[src/hdl/adsc_pkg.sv]
// Shared types and constants of the adaptive delay step controller.
package adsc_pkg;

  localparam int unsigned AddrWidth = 5;
  localparam int unsigned DataWidth = 32;

  localparam logic [2:0] RegBusyLow  = 3'd0;
  localparam logic [2:0] RegBusyHigh = 3'd1;
  localparam logic [2:0] RegUpStep   = 3'd2;
  localparam logic [2:0] RegDownStep = 3'd3;
  localparam logic [2:0] RegLimit    = 3'd4;
  localparam logic [2:0] RegHoldDec  = 3'd5;
  localparam logic [2:0] RegHoldInc  = 3'd6;

  localparam logic [31:0] BusyLowReset  = 32'd30000;
  localparam logic [31:0] BusyHighReset = 32'd50000;
  localparam logic [15:0] UpStepReset   = 16'd50;
  localparam logic [15:0] DownStepReset = 16'd20;
  localparam logic [15:0] LimitReset    = 16'd1000;
  localparam logic [15:0] HoldDecReset  = 16'd2000;
  localparam logic [15:0] HoldIncReset  = 16'd1000;

  typedef struct packed {
    logic [31:0] busy_low;
    logic [31:0] busy_high;
    logic [15:0] up_step;
    logic [15:0] down_step;
    logic [15:0] delay_limit;
    logic [15:0] hold_dec;
    logic [15:0] hold_inc;
  } cfg_t;

  typedef struct packed {
    logic [15:0] delay;
    logic        holding;
  } step_res_t;

endpackage

[src/hdl/adsc_core.sv]
// Delay and hold state with the per-transaction step update.
module adsc_core (
  input  logic                    clk_i,
  input  logic                    rst_ni,
  input  logic                    step_en_i,
  input  logic [31:0]             busy_time_i,
  input  logic [31:0]             now_ms_i,
  input  adsc_pkg::cfg_t          cfg_i,
  output adsc_pkg::step_res_t     res_o
);

  logic [15:0] delay_q, delay_d;
  logic        hold_active_q, hold_active_d;
  logic [31:0] hold_start_q, hold_start_d;
  logic [15:0] hold_len_q, hold_len_d;

  logic [31:0] elapsed;
  logic        held;
  logic        dec_take, inc_take;
  logic        dec_under, inc_over;
  logic [16:0] sum;

  assign elapsed   = now_ms_i - hold_start_q;
  assign held      = hold_active_q && (elapsed < {16'b0, hold_len_q});
  assign dec_take  = (busy_time_i < cfg_i.busy_low) && (delay_q != 16'd0);
  assign inc_take  = !dec_take && (busy_time_i >= cfg_i.busy_high)
                     && (delay_q != cfg_i.delay_limit);
  assign dec_under = cfg_i.down_step > delay_q;
  assign sum       = {1'b0, delay_q} + {1'b0, cfg_i.up_step};
  assign inc_over  = sum > {1'b0, cfg_i.delay_limit};

  always_comb begin
    delay_d       = delay_q;
    hold_active_d = hold_active_q;
    hold_start_d  = hold_start_q;
    hold_len_d    = hold_len_q;
    if (!held) begin
      // an expired hold is dropped; a non-clamped step arms a new one
      hold_active_d = 1'b0;
      if (dec_take) begin
        if (dec_under) begin
          delay_d = '0;
        end else begin
          delay_d       = delay_q - cfg_i.down_step;
          hold_active_d = 1'b1;
          hold_start_d  = now_ms_i;
          hold_len_d    = cfg_i.hold_dec;
        end
      end else if (inc_take) begin
        if (inc_over) begin
          delay_d = cfg_i.delay_limit;
        end else begin
          delay_d       = sum[15:0];
          hold_active_d = 1'b1;
          hold_start_d  = now_ms_i;
          hold_len_d    = cfg_i.hold_inc;
        end
      end
    end
  end

  always_ff @(posedge clk_i or negedge rst_ni) begin
    if (!rst_ni) begin
      delay_q       <= '0;
      hold_active_q <= 1'b0;
      hold_start_q  <= '0;
      hold_len_q    <= '0;
    end else if (step_en_i) begin
      delay_q       <= delay_d;
      hold_active_q <= hold_active_d;
      hold_start_q  <= hold_start_d;
      hold_len_q    <= hold_len_d;
    end
  end

  assign res_o.delay   = delay_d;
  assign res_o.holding = held;

`ifndef ASSERT_OFF
  a_held_keeps_delay: assert property (@(posedge clk_i) disable iff (!rst_ni)
    step_en_i && held |=> delay_q == $past(delay_q))
    else $error("delay changed during an active hold");

  a_idle_keeps_state: assert property (@(posedge clk_i) disable iff (!rst_ni)
    !step_en_i |=> $stable(delay_q) && $stable(hold_active_q) && $stable(hold_start_q))
    else $error("state changed without a transaction");

  a_hold_arm: assert property (@(posedge clk_i) disable iff (!rst_ni)
    step_en_i && !held && hold_active_d |=> hold_start_q == $past(now_ms_i))
    else $error("new hold did not capture the transaction timestamp");
`endif

endmodule

[src/hdl/adaptive_delay_step_controller.sv]
// Adaptive delay step controller: input register, step update, result register.
//
// Input channel (in_valid_i / in_stall_o) carries busy_time_i and now_ms_i for
// one request; the output channel (out_valid_o / out_stall_i) returns the
// delay to apply (delay_ms_o) and whether an active hold kept it (holding_o).
// A transaction is taken at a rising edge with valid high and stall low.
// An accepted request is registered in the input register, then its result in the result register.
// One transaction per cycle is sustained while out_stall_i is low; the delay/hold update is combinational.
// When the receiver stalls, the result register holds its transaction and the
// input register still takes one more; only then is in_stall_o raised.
// Reset clears the delay, the hold timer and the valid flags of both pipeline stages, and loads
// the threshold, step, limit and hold registers with their defaults.
// The APB port writes registers at byte address 4*i and reads them back;
// writes are expected only while no transaction is in flight.
module adaptive_delay_step_controller (
  input  logic                           clk_i,
  input  logic                           rst_ni,
  input  logic                           in_valid_i,
  output logic                           in_stall_o,
  input  logic [31:0]                    busy_time_i,
  input  logic [31:0]                    now_ms_i,
  output logic                           out_valid_o,
  input  logic                           out_stall_i,
  output logic [15:0]                    delay_ms_o,
  output logic                           holding_o,
  input  logic                           psel,
  input  logic                           penable,
  input  logic                           pwrite,
  input  logic [adsc_pkg::AddrWidth-1:0] paddr,
  input  logic [adsc_pkg::DataWidth-1:0] pwdata,
  output logic [adsc_pkg::DataWidth-1:0] prdata,
  output logic                           pready
);

  adsc_pkg::cfg_t      cfg_q;
  adsc_pkg::step_res_t res;

  logic        s1_valid_q;
  logic [31:0] s1_busy_q, s1_now_q;
  logic        out_valid_q;
  logic [15:0] delay_q;
  logic        holding_q;
  logic        out_free, s1_move, in_take, cfg_wr;
  logic [2:0]  reg_idx;

  // Configuration registers
  assign pready  = 1'b1;
  assign cfg_wr  = psel && penable && pwrite && pready;
  assign reg_idx = paddr[adsc_pkg::AddrWidth-1:2];

  always_ff @(posedge clk_i or negedge rst_ni) begin
    if (!rst_ni) begin
      cfg_q.busy_low    <= adsc_pkg::BusyLowReset;
      cfg_q.busy_high   <= adsc_pkg::BusyHighReset;
      cfg_q.up_step     <= adsc_pkg::UpStepReset;
      cfg_q.down_step   <= adsc_pkg::DownStepReset;
      cfg_q.delay_limit <= adsc_pkg::LimitReset;
      cfg_q.hold_dec    <= adsc_pkg::HoldDecReset;
      cfg_q.hold_inc    <= adsc_pkg::HoldIncReset;
    end else if (cfg_wr) begin
      unique case (reg_idx)
        adsc_pkg::RegBusyLow:  cfg_q.busy_low    <= pwdata;
        adsc_pkg::RegBusyHigh: cfg_q.busy_high   <= pwdata;
        adsc_pkg::RegUpStep:   cfg_q.up_step     <= pwdata[15:0];
        adsc_pkg::RegDownStep: cfg_q.down_step   <= pwdata[15:0];
        adsc_pkg::RegLimit:    cfg_q.delay_limit <= pwdata[15:0];
        adsc_pkg::RegHoldDec:  cfg_q.hold_dec    <= pwdata[15:0];
        adsc_pkg::RegHoldInc:  cfg_q.hold_inc    <= pwdata[15:0];
        default: ;
      endcase
    end
  end

  always_comb begin
    unique case (reg_idx)
      adsc_pkg::RegBusyLow:  prdata = cfg_q.busy_low;
      adsc_pkg::RegBusyHigh: prdata = cfg_q.busy_high;
      adsc_pkg::RegUpStep:   prdata = {16'b0, cfg_q.up_step};
      adsc_pkg::RegDownStep: prdata = {16'b0, cfg_q.down_step};
      adsc_pkg::RegLimit:    prdata = {16'b0, cfg_q.delay_limit};
      adsc_pkg::RegHoldDec:  prdata = {16'b0, cfg_q.hold_dec};
      adsc_pkg::RegHoldInc:  prdata = {16'b0, cfg_q.hold_inc};
      default:               prdata = '0;
    endcase
  end

  // Pipeline control
  assign out_free   = !out_valid_q || !out_stall_i;
  assign s1_move    = s1_valid_q && out_free;
  assign in_stall_o = s1_valid_q && !out_free;
  assign in_take    = in_valid_i && !in_stall_o;

  always_ff @(posedge clk_i or negedge rst_ni) begin
    if (!rst_ni) begin
      s1_valid_q  <= 1'b0;
      out_valid_q <= 1'b0;
    end else begin
      if (in_take) begin
        s1_valid_q <= 1'b1;
      end else if (s1_move) begin
        s1_valid_q <= 1'b0;
      end
      if (out_free) begin
        out_valid_q <= s1_valid_q;
      end
    end
  end

  always_ff @(posedge clk_i) begin
    if (in_take) begin
      s1_busy_q <= busy_time_i;
      s1_now_q  <= now_ms_i;
    end
    if (s1_move) begin
      delay_q   <= res.delay;
      holding_q <= res.holding;
    end
  end

  adsc_core u_core (
    .clk_i       (clk_i),
    .rst_ni      (rst_ni),
    .step_en_i   (s1_move),
    .busy_time_i (s1_busy_q),
    .now_ms_i    (s1_now_q),
    .cfg_i       (cfg_q),
    .res_o       (res)
  );

  assign out_valid_o = out_valid_q;
  assign delay_ms_o  = delay_q;
  assign holding_o   = holding_q;

`ifndef ASSERT_OFF
  a_s1_kept: assert property (@(posedge clk_i) disable iff (!rst_ni)
    s1_valid_q && !s1_move |=> s1_valid_q && $stable(s1_now_q) && $stable(s1_busy_q))
    else $error("input register lost a waiting transaction");

  a_out_kept: assert property (@(posedge clk_i) disable iff (!rst_ni)
    out_valid_q && out_stall_i |=> out_valid_q && $stable(delay_q))
    else $error("stalled result was overwritten");

  a_stall_full: assert property (@(posedge clk_i) disable iff (!rst_ni)
    in_stall_o |-> s1_valid_q && out_valid_q && out_stall_i)
    else $error("input stalled while a stage was free");
`endif

endmodule
[config.mk]
export PLATFORM = sky130hd
export DESIGN_NAME = adaptive_delay_step_controller
export DESIGN_NICKNAME = d
export VERILOG_FILES = /design/src/hdl/adsc_pkg.sv /design/src/hdl/adsc_core.sv /design/src/hdl/adaptive_delay_step_controller.sv
export SDC_FILE = /design/constraint.sdc
export NUM_CORES = 1
export LEC_CHECK = 0
export ABC_AREA = 0
export BUFFER_PORTS_ARGS = -buffer_cell sky130_fd_sc_hd__buf_2
export CAP_MARGIN = 40
export CELL_PAD_IN_SITES_DETAIL_PLACEMENT = 1
export CELL_PAD_IN_SITES_GLOBAL_PLACEMENT = 2
export CORE_MARGIN = 2
export CORE_UTILIZATION = 42
export CTS_BUF_LIST = sky130_fd_sc_hd__clkbuf_8
export DETAILED_ROUTE_END_ITERATION = 16
export HOLD_SLACK_MARGIN = 0.12
export PLACE_DENSITY = 0.95
export SYNTH_ARGS = -nofsm -noshare
export SYNTH_HDL_FRONTEND = slang
export SYNTH_HIERARCHICAL = 1
export SYNTH_SLANG_ARGS = --single-unit
[constraint.sdc]
create_clock -name clk_i -period 7.4 [get_ports clk_i]
set_clock_uncertainty 0.2 [all_clocks]
set_input_delay 1.48 -clock clk_i [delete_from_list [all_inputs] [get_ports clk_i]]
set_output_delay 1.48 -clock clk_i [all_outputs]
set_load 0.01 [all_outputs]
==> results of run 1 <==
==> worst max-delay path, delay by kind of cell (launching register included) <==
family                   cells  cell delay (ns)
multiplexers                 1             0.37
buffers and inverters        2             0.55
flip-flops                   1             0.41
AO/OA/AOI/OAI                9             2.73
AND/OR/NAND/NOR              6             1.24
XOR/XNOR                     1             0.17
adder cells (fa/ha/maj)      2             0.65
==> worst max-delay path by stage <==
stage | end | slack [ns]
CTS | u_core/hold_start_q[13] | 0.96
global placement | u_core/hold_start_q[4] | 1.22
floorplan | delay_ms_o[3] | 1.98
global route | u_core/hold_start_q[13] | 0.26
finish | u_core/hold_start_q[13] | 0.96
detailed placement | u_core/hold_start_q[11] | 1.02
==> kinds of logic (layout without fill, tap and decap cells) <==
family / after synthesis / in the layout / synth area share [%]
AO/OA/AOI/OAI: 391 / 391 / 15.0
XOR/XNOR: 60 / 60 / 2.84
AND/OR/NAND/NOR: 298 / 298 / 8.98
adder cells (fa/ha/maj): 160 / 160 / 11.0
flip-flops: 292 / 292 / 42.0
other: 1 / 4 / 0.0203
multiplexers: 248 / 248 / 14.8
buffers and inverters: 232 / 448 / 5.39
==> power groups by stage <==
| stage | clock [mW] | combinational (mW) | sequential, mW |
|---|---|---|---|
| after floorplan | 0 | 2.76 | 2.34 |
| after global placement | 0 | 3.60 | 2.42 |
| after CTS | 1.65 | 3.82 | 2.42 |
| after global routing | 1.72 | 4.27 | 2.47 |
| after detailed placement | 0 | 3.79 | 2.44 |
| final | 1.61 | 3.83 | 2.42 |
==> synth_stat cells (26+ instances only) <==
cell        n
mux2_2    192
dfrtp_1   175
o21ai_0    42
a21oi_1    91
edfxtp_1   81
xor2_1     27
nor2_1     60
inv_1     169
nand2_1    53
xnor2_1    33
nor3_1     26
ha_1      157
mux2i_1    47
a21o_1     51
dfstp_2    36
==> registers in the layout (all words and copies together) (netlist names) <==
name and flops:
u_core/hold_start_q 32, u_core/hold_len_q 16, s1_busy_q 32, u_core/delay_q 16
s1_now_q 32, delay_ms_o 16, cfg_q 144, out_valid_o 1
holding_o 1, s1_valid_q 1, u_core/hold_active_q 1
==> area by class of cell <==
cell class	instances	area, um2
multi-input combinational	1158	9780
clock buffer	64	881
tap	585	732
sequential	292	7760
clock inverter	36	238
fill	4728	22200
inverter	169	634
antenna	3	7.51
timing repair buffer	179	1030
==> cell usage in the layout (no fill, tap or decap), drive strengths merged, types with 47 or more instances in the layout <==
cell type    n
dfrtp      175
ha         157
clkbuf      65
a21o        51
mux2i       47
buf        178
edfxtp      81
nand2       54
inv        189
mux2       201
nor2        65
a21oi       93
==> metal layers <==
| layer | vias to the layer above | wire length, um | track usage [%] |
|---|---|---|---|
| li1 | 6568 | - | - |
| met4 | 4 | 2230 | 10.5 |
| met3 | 126 | 2540 | 4.51 |
| met2 | 306 | 26500 | 41.3 |
| met1 | 7151 | 22800 | 29.4 |
| met5 | - | 23 | 0 |
==> flow_results.org, run 1 <==
** Cells and area
- Summing all non-filler instances in the final layout gives an area of 21,100 um2.
- Net count, final :: 2,121
- Synth-to-Final Area Change :: 13.9%
- Final instance count without filler cells :: 2,486
- Share of the core filled with cells :: 48.7%
- Share of final-layout standard cells stronger than drive strength 1 :: 27.4%

** Route
- WL final :: 54.0 mm
- Number of DRC violations after detailed-routing iteration 0 :: 825
- In this run the remaining antenna-violating nets after routing total 0.
- # DRC :: 0
- Drt pass-1 iters :: 8
- Detailed-route wire length per cell :: 21.7 um
- Via total after detailed routing :: 14,200
- Number of vias per cell :: 5.69

** Power
- The analysis attributes to cell leakage a power of 9.64 nW.
- Net switching is 41.2% of the power.
- Highest ir drop seen on vdd :: 0.190 mV
- The share of total power dissipated in sequential elements is 30.7%.
- Logic pwr share :: 48.8%
- Total power for the finished layout comes to 7.86 mW.
- P_int :: 4.62 mW
- Areal power density over the cells :: 373 nW/um2
- Clock share of power :: 20.5%
- For this design the total switching power over the nets is 3.24 mW.

** Worst setup path
- Slowest stage cell, crit path :: o221ai_4
- Depth of the most critical reg-to-reg path :: 21
- Reg-to-Reg Start :: s1_now_q[4]
- Crit path launch :: s1_now_q[4]
- The signal on the critical path passes through ha_1, a21o_1, or3_1, o21ai_1, a21o_1, nand2b_1, a21oi_1, xnor2_1, ha_1, nand4_1, o22ai_1, nor4_1, o211ai_1, a2111oi_0, nand4b_1, a2111oi_0, nand4b_1, buf_4, o221ai_4, buf_12, mux2_2.
- The worst register-to-register path ends at u_core/hold_start_q[13].
- For the worst setup path, the data required time is 7.72 ns.
- Worst setup SP type :: flip-flop
- Worst Path Max Fanout :: 33
- Data on the critical path arrives at its endpoint at 6.76 ns.
- Crit. End Element :: flip-flop
- Setup Crit Path Kind :: flip-flop to flip-flop
- Highest cell delay on the worst timing path :: 0.60 ns
- In this run the register-to-register setup slack is 0.96 ns.

** Yosys
- Syn_nets :: 1,950
- Yosys top cell area share :: 23.7%
- Unique masters post-synth :: 90
- Of all flip-flops after synthesis, the portion carrying an async set or reset was 72.3%.
- Ys Warns :: 6
- Synth top area cells :: dfrtp_1, edfxtp_1, mux2_2, ha_1, dfstp_2
- Counting flops with a built-in enable in the synthesized netlist gives 81.
- Cell accounting for the most synthesized area :: dfrtp_1
- Most instantiated flip-flop cell in the synthesis netlist :: dfrtp_1
- Synthesis produced 1,682 cells.
- The synthesized netlist occupies a cell area of 18,500 um2.
- Averaged over all synthesized cells, the footprint is 11.0 um2.
- Post-synthesis sequential element count :: 292
- Summing the sequential cell areas from Yosys gives 42.0% of the chip area.

** Placed design
- After detailed placement, the total cell area comes to 19,900 um2.
- Summed over all nets, the half-perimeter wirelength after detailed placement is 40.4 mm.
- Once placement completed, the tool counted placed cells totaling 2,383.
- Number of port buffers :: 156
- GPL Wtd Cong :: 0.873
- At the placement stage, the worst setup path has a slack of 1.02 ns.

** Timing
- The worst pin sits at a relative slew slack of 36.9%.
- The number of hold violations in the final report is 0.
- Setup total negative slack on the finished layout was measured at 0 ns.
- The count of final max-slew check failures came to 0.
- Once routing completed, OpenROAD measured the worst setup slack at 0.962 ns.
- Number of setup violations in the final report :: 0
- Min cycle time layout :: 6.44 ns
- The worst path uses 87.0% of the clock period.
- Peak Freq :: 155 MHz
- Worst Tran Pin Value :: 0.922 ns
- Setup repair after global routing left no endpoint under its margin.
- Post-route worst hold slack :: 0.298 ns

** Floorplan
- Total core area :: 43,300 um2
- Die span in y :: 214 um
- Number of primary I/O pins :: 160
- The floorplan step defined a die boundary enclosing 45,700 um2.
- Rows :: 76
- For this configuration, the core starts out at a cell density of 42.7%.
- The die is 214 um wide.

** GRT
- Via count of the first global-routing pass :: 15,400
- The initial antenna violation count came to 5.
- For this run the aggregate overflow at the end of global routing stands at 0.
- Entering global routing, the biggest net connects 112 pins.
- The first global-routing pass estimated 85.1 mm of wire.
- Total global routing track utilization :: 24.0%

** Clock tree
- Clock latency on the worst-skew pair, taken at its later pin, is 0.69 ns.
- Clk pin slew, worst setup/hold paths :: 0.06 ns
- In this run the deepest clock path goes through 3 buffers.
- CTS tree :: yes
- Post-cts hold buffer count :: 0
- The clock net in this run drives a total of 292 sinks.
- In this run, post-CTS repair resized a total of 0 instances.
- The number of clock buffers added by TritonCTS is 53.
- Deepest level of the CTS H-tree :: 2
- CTS placed an instance of clkbuf_8 at the clock tree root.
- Once the clock tree was built, the setup fixing pass inserted 0 buffers.

** Hold path
- Along the worst hold path, the cell count comes to 1.
- The min-delay analysis places its worst path in the category flip-flop to flip-flop.
- The path with the worst hold slack has its endpoint at out_valid_o.
- The worst hold path begins at s1_valid_q.

** Flow run
- Count of maximum capacitance violations :: 0

** Run status
- Status :: completed
Power figures use the tool's default switching activity.
==> run 2, diff against run 1 <==
--- a/config.mk
+++ b/config.mk
@@ -5,17 +5,17 @@
 export SDC_FILE = /design/constraint.sdc
 export NUM_CORES = 1
 export LEC_CHECK = 0
-export ABC_AREA = 0
+export ABC_AREA = 1
 export BUFFER_PORTS_ARGS = -buffer_cell sky130_fd_sc_hd__buf_2
 export CAP_MARGIN = 40
 export CELL_PAD_IN_SITES_DETAIL_PLACEMENT = 1
 export CELL_PAD_IN_SITES_GLOBAL_PLACEMENT = 2
 export CORE_MARGIN = 2
-export CORE_UTILIZATION = 42
+export CORE_UTILIZATION = 36
 export CTS_BUF_LIST = sky130_fd_sc_hd__clkbuf_8
 export DETAILED_ROUTE_END_ITERATION = 16
 export HOLD_SLACK_MARGIN = 0.12
-export PLACE_DENSITY = 0.95
+export PLACE_DENSITY = 0.94
 export SYNTH_ARGS = -nofsm -noshare
 export SYNTH_HDL_FRONTEND = slang
 export SYNTH_HIERARCHICAL = 1
==> flow_results.org, run 2 <==
** Worst setup path
- Depth of the most critical reg-to-reg path :: 22 (was 21)
- The arrival time reported for the critical path endpoint is 3.95 ns (was 6.76 ns).
- Crit. path cell count :: 5 (was 21)
- The maximum net fanout on the critical path came to 38 (was 33).
- Crit path launch :: paddr[2] (was s1_now_q[4])
- The type of the worst setup path is input port to primary output (was flip-flop to flip-flop).
- Slowest stage cell, crit path :: nor2_4 (was o221ai_4)
- The critical path endpoint category is a primary output (was flip-flop).
- Kind of cell with the highest combined delay on the critical path :: simple AND/OR/NAND/NOR gates (was compound AO/OA/AOI/OAI gates)
- The cell that appears most often on the critical path is buf_2.
- CP cell instances: buf_2, nor2_4, nand2_2, o21ai_0, buf_2 (was ha_1, a21o_1, or3_1, o21ai_1, a21o_1, nand2b_1, a21oi_1, xnor2_1, ha_1, nand4_1, o22ai_1, nor4_1, o211ai_1, a2111oi_0, nand4b_1, a2111oi_0, nand4b_1, buf_4, o221ai_4, buf_12, mux2_2).
- Worst setup SP type :: input port (was flip-flop)
- Combined buffer and inverter count along the critical path :: 2 (unchanged)
- The worst reg2reg path startpoint is u_core/delay_q[4] (was s1_now_q[4]).
- Highest cell delay on the worst timing path :: 0.78 ns (was 0.60 ns)
- The required arrival time at the worst endpoint was 5.72 ns (was 7.72 ns).

** Clock tree
- Clock latency reported for the late side of the worst-skew pair :: 0.69 ns (about the same)
- Clk root buf :: clkbuf_8 (unchanged)
- The number of buffers on the longest clock path came to 3 (unchanged).
- Post-cts hold buffer count :: 0 (unchanged)
- The CTS tree is yes (unchanged).
- Clk pin slew, worst setup/hold paths :: 0.05 ns (was 0.06 ns)
- Post-cts repair resize count :: 0 (unchanged)
- The total CTS buffers came to 55 (was 53).
- The post-CTS setup-driven buffer insertion count was 0 (unchanged).
- The depth of the CTS H-tree is 2 (unchanged).
- The number of sinks driven by the clock tree is 292 (unchanged).

** Placed design
- GPL Wtd Cong :: 0.891 (was 0.873)
- The count of input and output buffers is 156 (unchanged).
- Post-DP Area :: 21,900 um2 (was 19,900 um2)
- The final HPWL from detailed placement is 54.6 mm (was 40.4 mm).

** Cells and area
- The number of filler instances in the final layout came to 7,166 (was 4,728).
- Most frequent standard cell in the layout excluding fill and tap cells :: nand2_1 (was mux2_2)
- The fraction of layout cells with a size suffix above 1 came to 11.3% (was 27.4%).
- Post-route cell area :: 23,000 um2 (was 21,100 um2)
- The layout-stage area growth over the synthesis result is 12.5% (was 13.9%).
- The number of flip-flops in the largest register was 144 (unchanged).
- Highest-count cells in the layout ignoring fill and taps: nand2_1, inv_1, dfrtp_1 (was mux2_2, inv_1, dfrtp_1).
- The final net count came to 3,240 (was 2,121).
- The register bank with the most flops is cfg_q (unchanged).

** Timing
- Peak Freq :: 178 MHz (was 155 MHz)
- Setup Total Neg Slack :: 0 ns (unchanged)
- Hold Fails Final Rpt :: 0 (unchanged)
- Number of setup violations in the final report :: 0 (unchanged)
- Worst Tran Pin Value :: 0.968 ns (was 0.922 ns)
- Slew Limit Headroom :: 35.5% (was 36.9%)
- Period utilisation layout :: 76.1% (was 87.0%)
- The time the worst path needs with I/O delays and setup was 5.63 ns (was 6.44 ns).
- Setup repair after global routing missed its margin :: false (unchanged)
- The count of final max-slew check failures came to 0 (unchanged).

** Power
- The switching share of total power was 47.4% (was 41.2%).
- P_int :: 4.43 mW (was 4.62 mW)
- The power share of the combinational group came to 51.0% (was 48.8%).
- The portion of total power attributed to sequential cells came to 29.8% (was 30.7%).
- Highest ir drop seen on vdd :: 0.199 mV (was 0.190 mV)
- Leak pwr :: 12.3 nW (was 9.64 nW)
- The areal power density over the cells is 366 nW/um2 (was 373 nW/um2).
- The net switching power came to 4.00 mW (was 3.24 mW).
- Clock share of power :: 19.2% (was 20.5%)

** Floorplan
- Die span in y :: 242 um (was 214 um)
- The initial standard-cell utilization of the core was 36.3% (was 42.7%).
- The floorplan core area was 56,300 um2 (was 43,300 um2).
- The number of placed I/O pins was 160 (unchanged).
- Horiz. Die Dim :: 242 um (was 214 um)
- The number of core rows came to 87 (was 76).
- Die Outline Area :: 58,700 um2 (was 45,700 um2)

** GRT
- Antenna violations before repair :: 1 (was 5)
- The first-pass GRT wire length came to 114 mm (was 85.1 mm).
- The overflow left after global routing was 0 (unchanged).
- The global-route usage over all layers came to 24.2% (was 24.0%).
- The via count of the first global-routing pass was 20,400 (was 15,400).
- Maximum number of pins on one net before global-route repair :: 86 (was 112)

** Flow run
- The max-capacitance violation count is 0 (unchanged).

** Hold path
- The number of cells traversed by the worst hold path was 2 (was 1).
- Class of the worst hold path :: flip-flop to flip-flop (unchanged)
- Hold path start :: u_core/hold_start_q[2] (was s1_valid_q)

** Run status
- Status: completed (unchanged).

** Yosys
- The post-synthesis instance area came to 20,500 um2 (was 18,500 um2).
- Share of flip-flops with an asynchronous set or reset :: 72.3% (unchanged)
- The total nets after synthesis is 3,113 (was 1,950).
- Synth top area cells :: dfrtp_1, nand2_1, edfxtp_1, ha_1, inv_1 (was dfrtp_1, edfxtp_1, mux2_2, ha_1, dfstp_2)
- The post-synthesis cell type count is 50 (was 90).
- Cell accounting for the most synthesized area :: dfrtp_1 (unchanged)
- Post-Syn Area per Cell :: 7.19 um2 (was 11.0 um2)
- The number of enable-type register cells in the synthesized netlist is 81 (unchanged).
- Yosys top cell area share :: 21.4% (was 23.7%)
- Post-synthesis sequential element count :: 292 (unchanged)
- Most instantiated library cell after synthesis :: nand2_1 (was mux2_2)
- The dominant register cell in the synthesized netlist was dfrtp_1 (unchanged).
- Top cells by count, synth: nand2_1, inv_1, dfrtp_1 (was mux2_2, dfrtp_1, inv_1).
- Instance count of the mapped netlist :: 2,845 (was 1,682)
- The synthesis warning total came to 6 (unchanged).
- Part of the Yosys area used for sequential elements :: 37.9% (was 42.0%)

** Route
- Detailed-route wire length per cell :: 18.9 um (was 21.7 um)
- The count of unresolved DRC violations after routing was 0 (unchanged).
- The total wire length is 71.3 mm (was 54.0 mm).
- Final antenna-violating net count :: 0 (unchanged)
- Number of vias per cell :: 5.15 (was 5.69)
- Drt pass-1 iters :: 5 (was 8)
- Number of DRC violations after detailed-routing iteration 0 :: 1,167 (was 825)
- Via total after detailed routing :: 19,400 (was 14,200)
run 2: layout make-up:
type	instances	area (um2)	area share, %
multi-input cells	2045	10600	46.1
flip-flops and latches	292	7760	33.7
repair buffers	175	1030	4.49
clock inverters	37	228	0.990
diodes	1	2.50	0.0109
inverters	403	1520	6.59
clock buffers	66	908	3.95
well taps	756	946	4.11
run 2: power groups by stage:
| stage | Combinational, mW | Sequential (mW) | Clock, mW |
|---|---|---|---|
| CTS | 4.30 | 2.50 | 1.67 |
| global placement | 4.04 | 2.51 | 0 |
| finish | 4.30 | 2.51 | 1.62 |
| global route | 4.88 | 2.55 | 1.73 |
| detailed placement | 4.27 | 2.53 | 0 |
| floorplan | 3.04 | 2.36 | 0 |
run 2: final timing paths:
check                                         end  slack, ns
max                                    prdata[24]       1.77
min                        u_core/hold_start_q[2]       0.27
max reg2reg                  u_core/hold_len_q[5]       2.12
min reg2reg                u_core/hold_start_q[2]       0.27
max in group asynchronous              cfg_q[118]       5.13
min in group asynchronous               cfg_q[30]       0.61
run 2: metal layers:
layer | vias up | track usage (%) | wire (um)
met5 | - | 0 | 0
met4 | 0 | 8.32 | 2370
met3 | 124 | 3.17 | 3030
met2 | 406 | 41.0 | 33800
met1 | 9491 | 31.8 | 32100
li1 | 9428 | - | -
run 2: stage by stage:
step | power (mW) | util (%) | setup WS, ns | std cells | hold slack, ns
finish | 8.42 | 40.9 | 1.77 | 3775 | 0.271
global route | 9.17 | 40.9 | 1.58 | 3775 | 0.300
CTS | 8.47 | 40.9 | 1.76 | 3774 | 0.277
detailed placement | 6.80 | 38.9 | 1.78 | 3671 | 0.263
global placement | 6.54 | 38.6 | 1.76 | 3663 | 0.254
floorplan | 5.40 | - | 3.30 | 2845 | 0.233
run 2: cells by family (layout without fill, tap and decap cells):
family	Yosys count	count (layout)	share of synthesized area [%]
fa+ha+maj	160	160	9.90
xor+xnor	56	56	2.40
compound gates	283	283	7.27
buf+inv	508	681	10.2
simple gates	1545	1545	32.2
flops	292	292	37.9
other cells	1	2	0.0183
run 2: tightest hold or removal path: stages, from the launching register on:
cell and delay, ns:
dfrtp_1 0.34, nand2_1 0.05, nand2_1 0.05
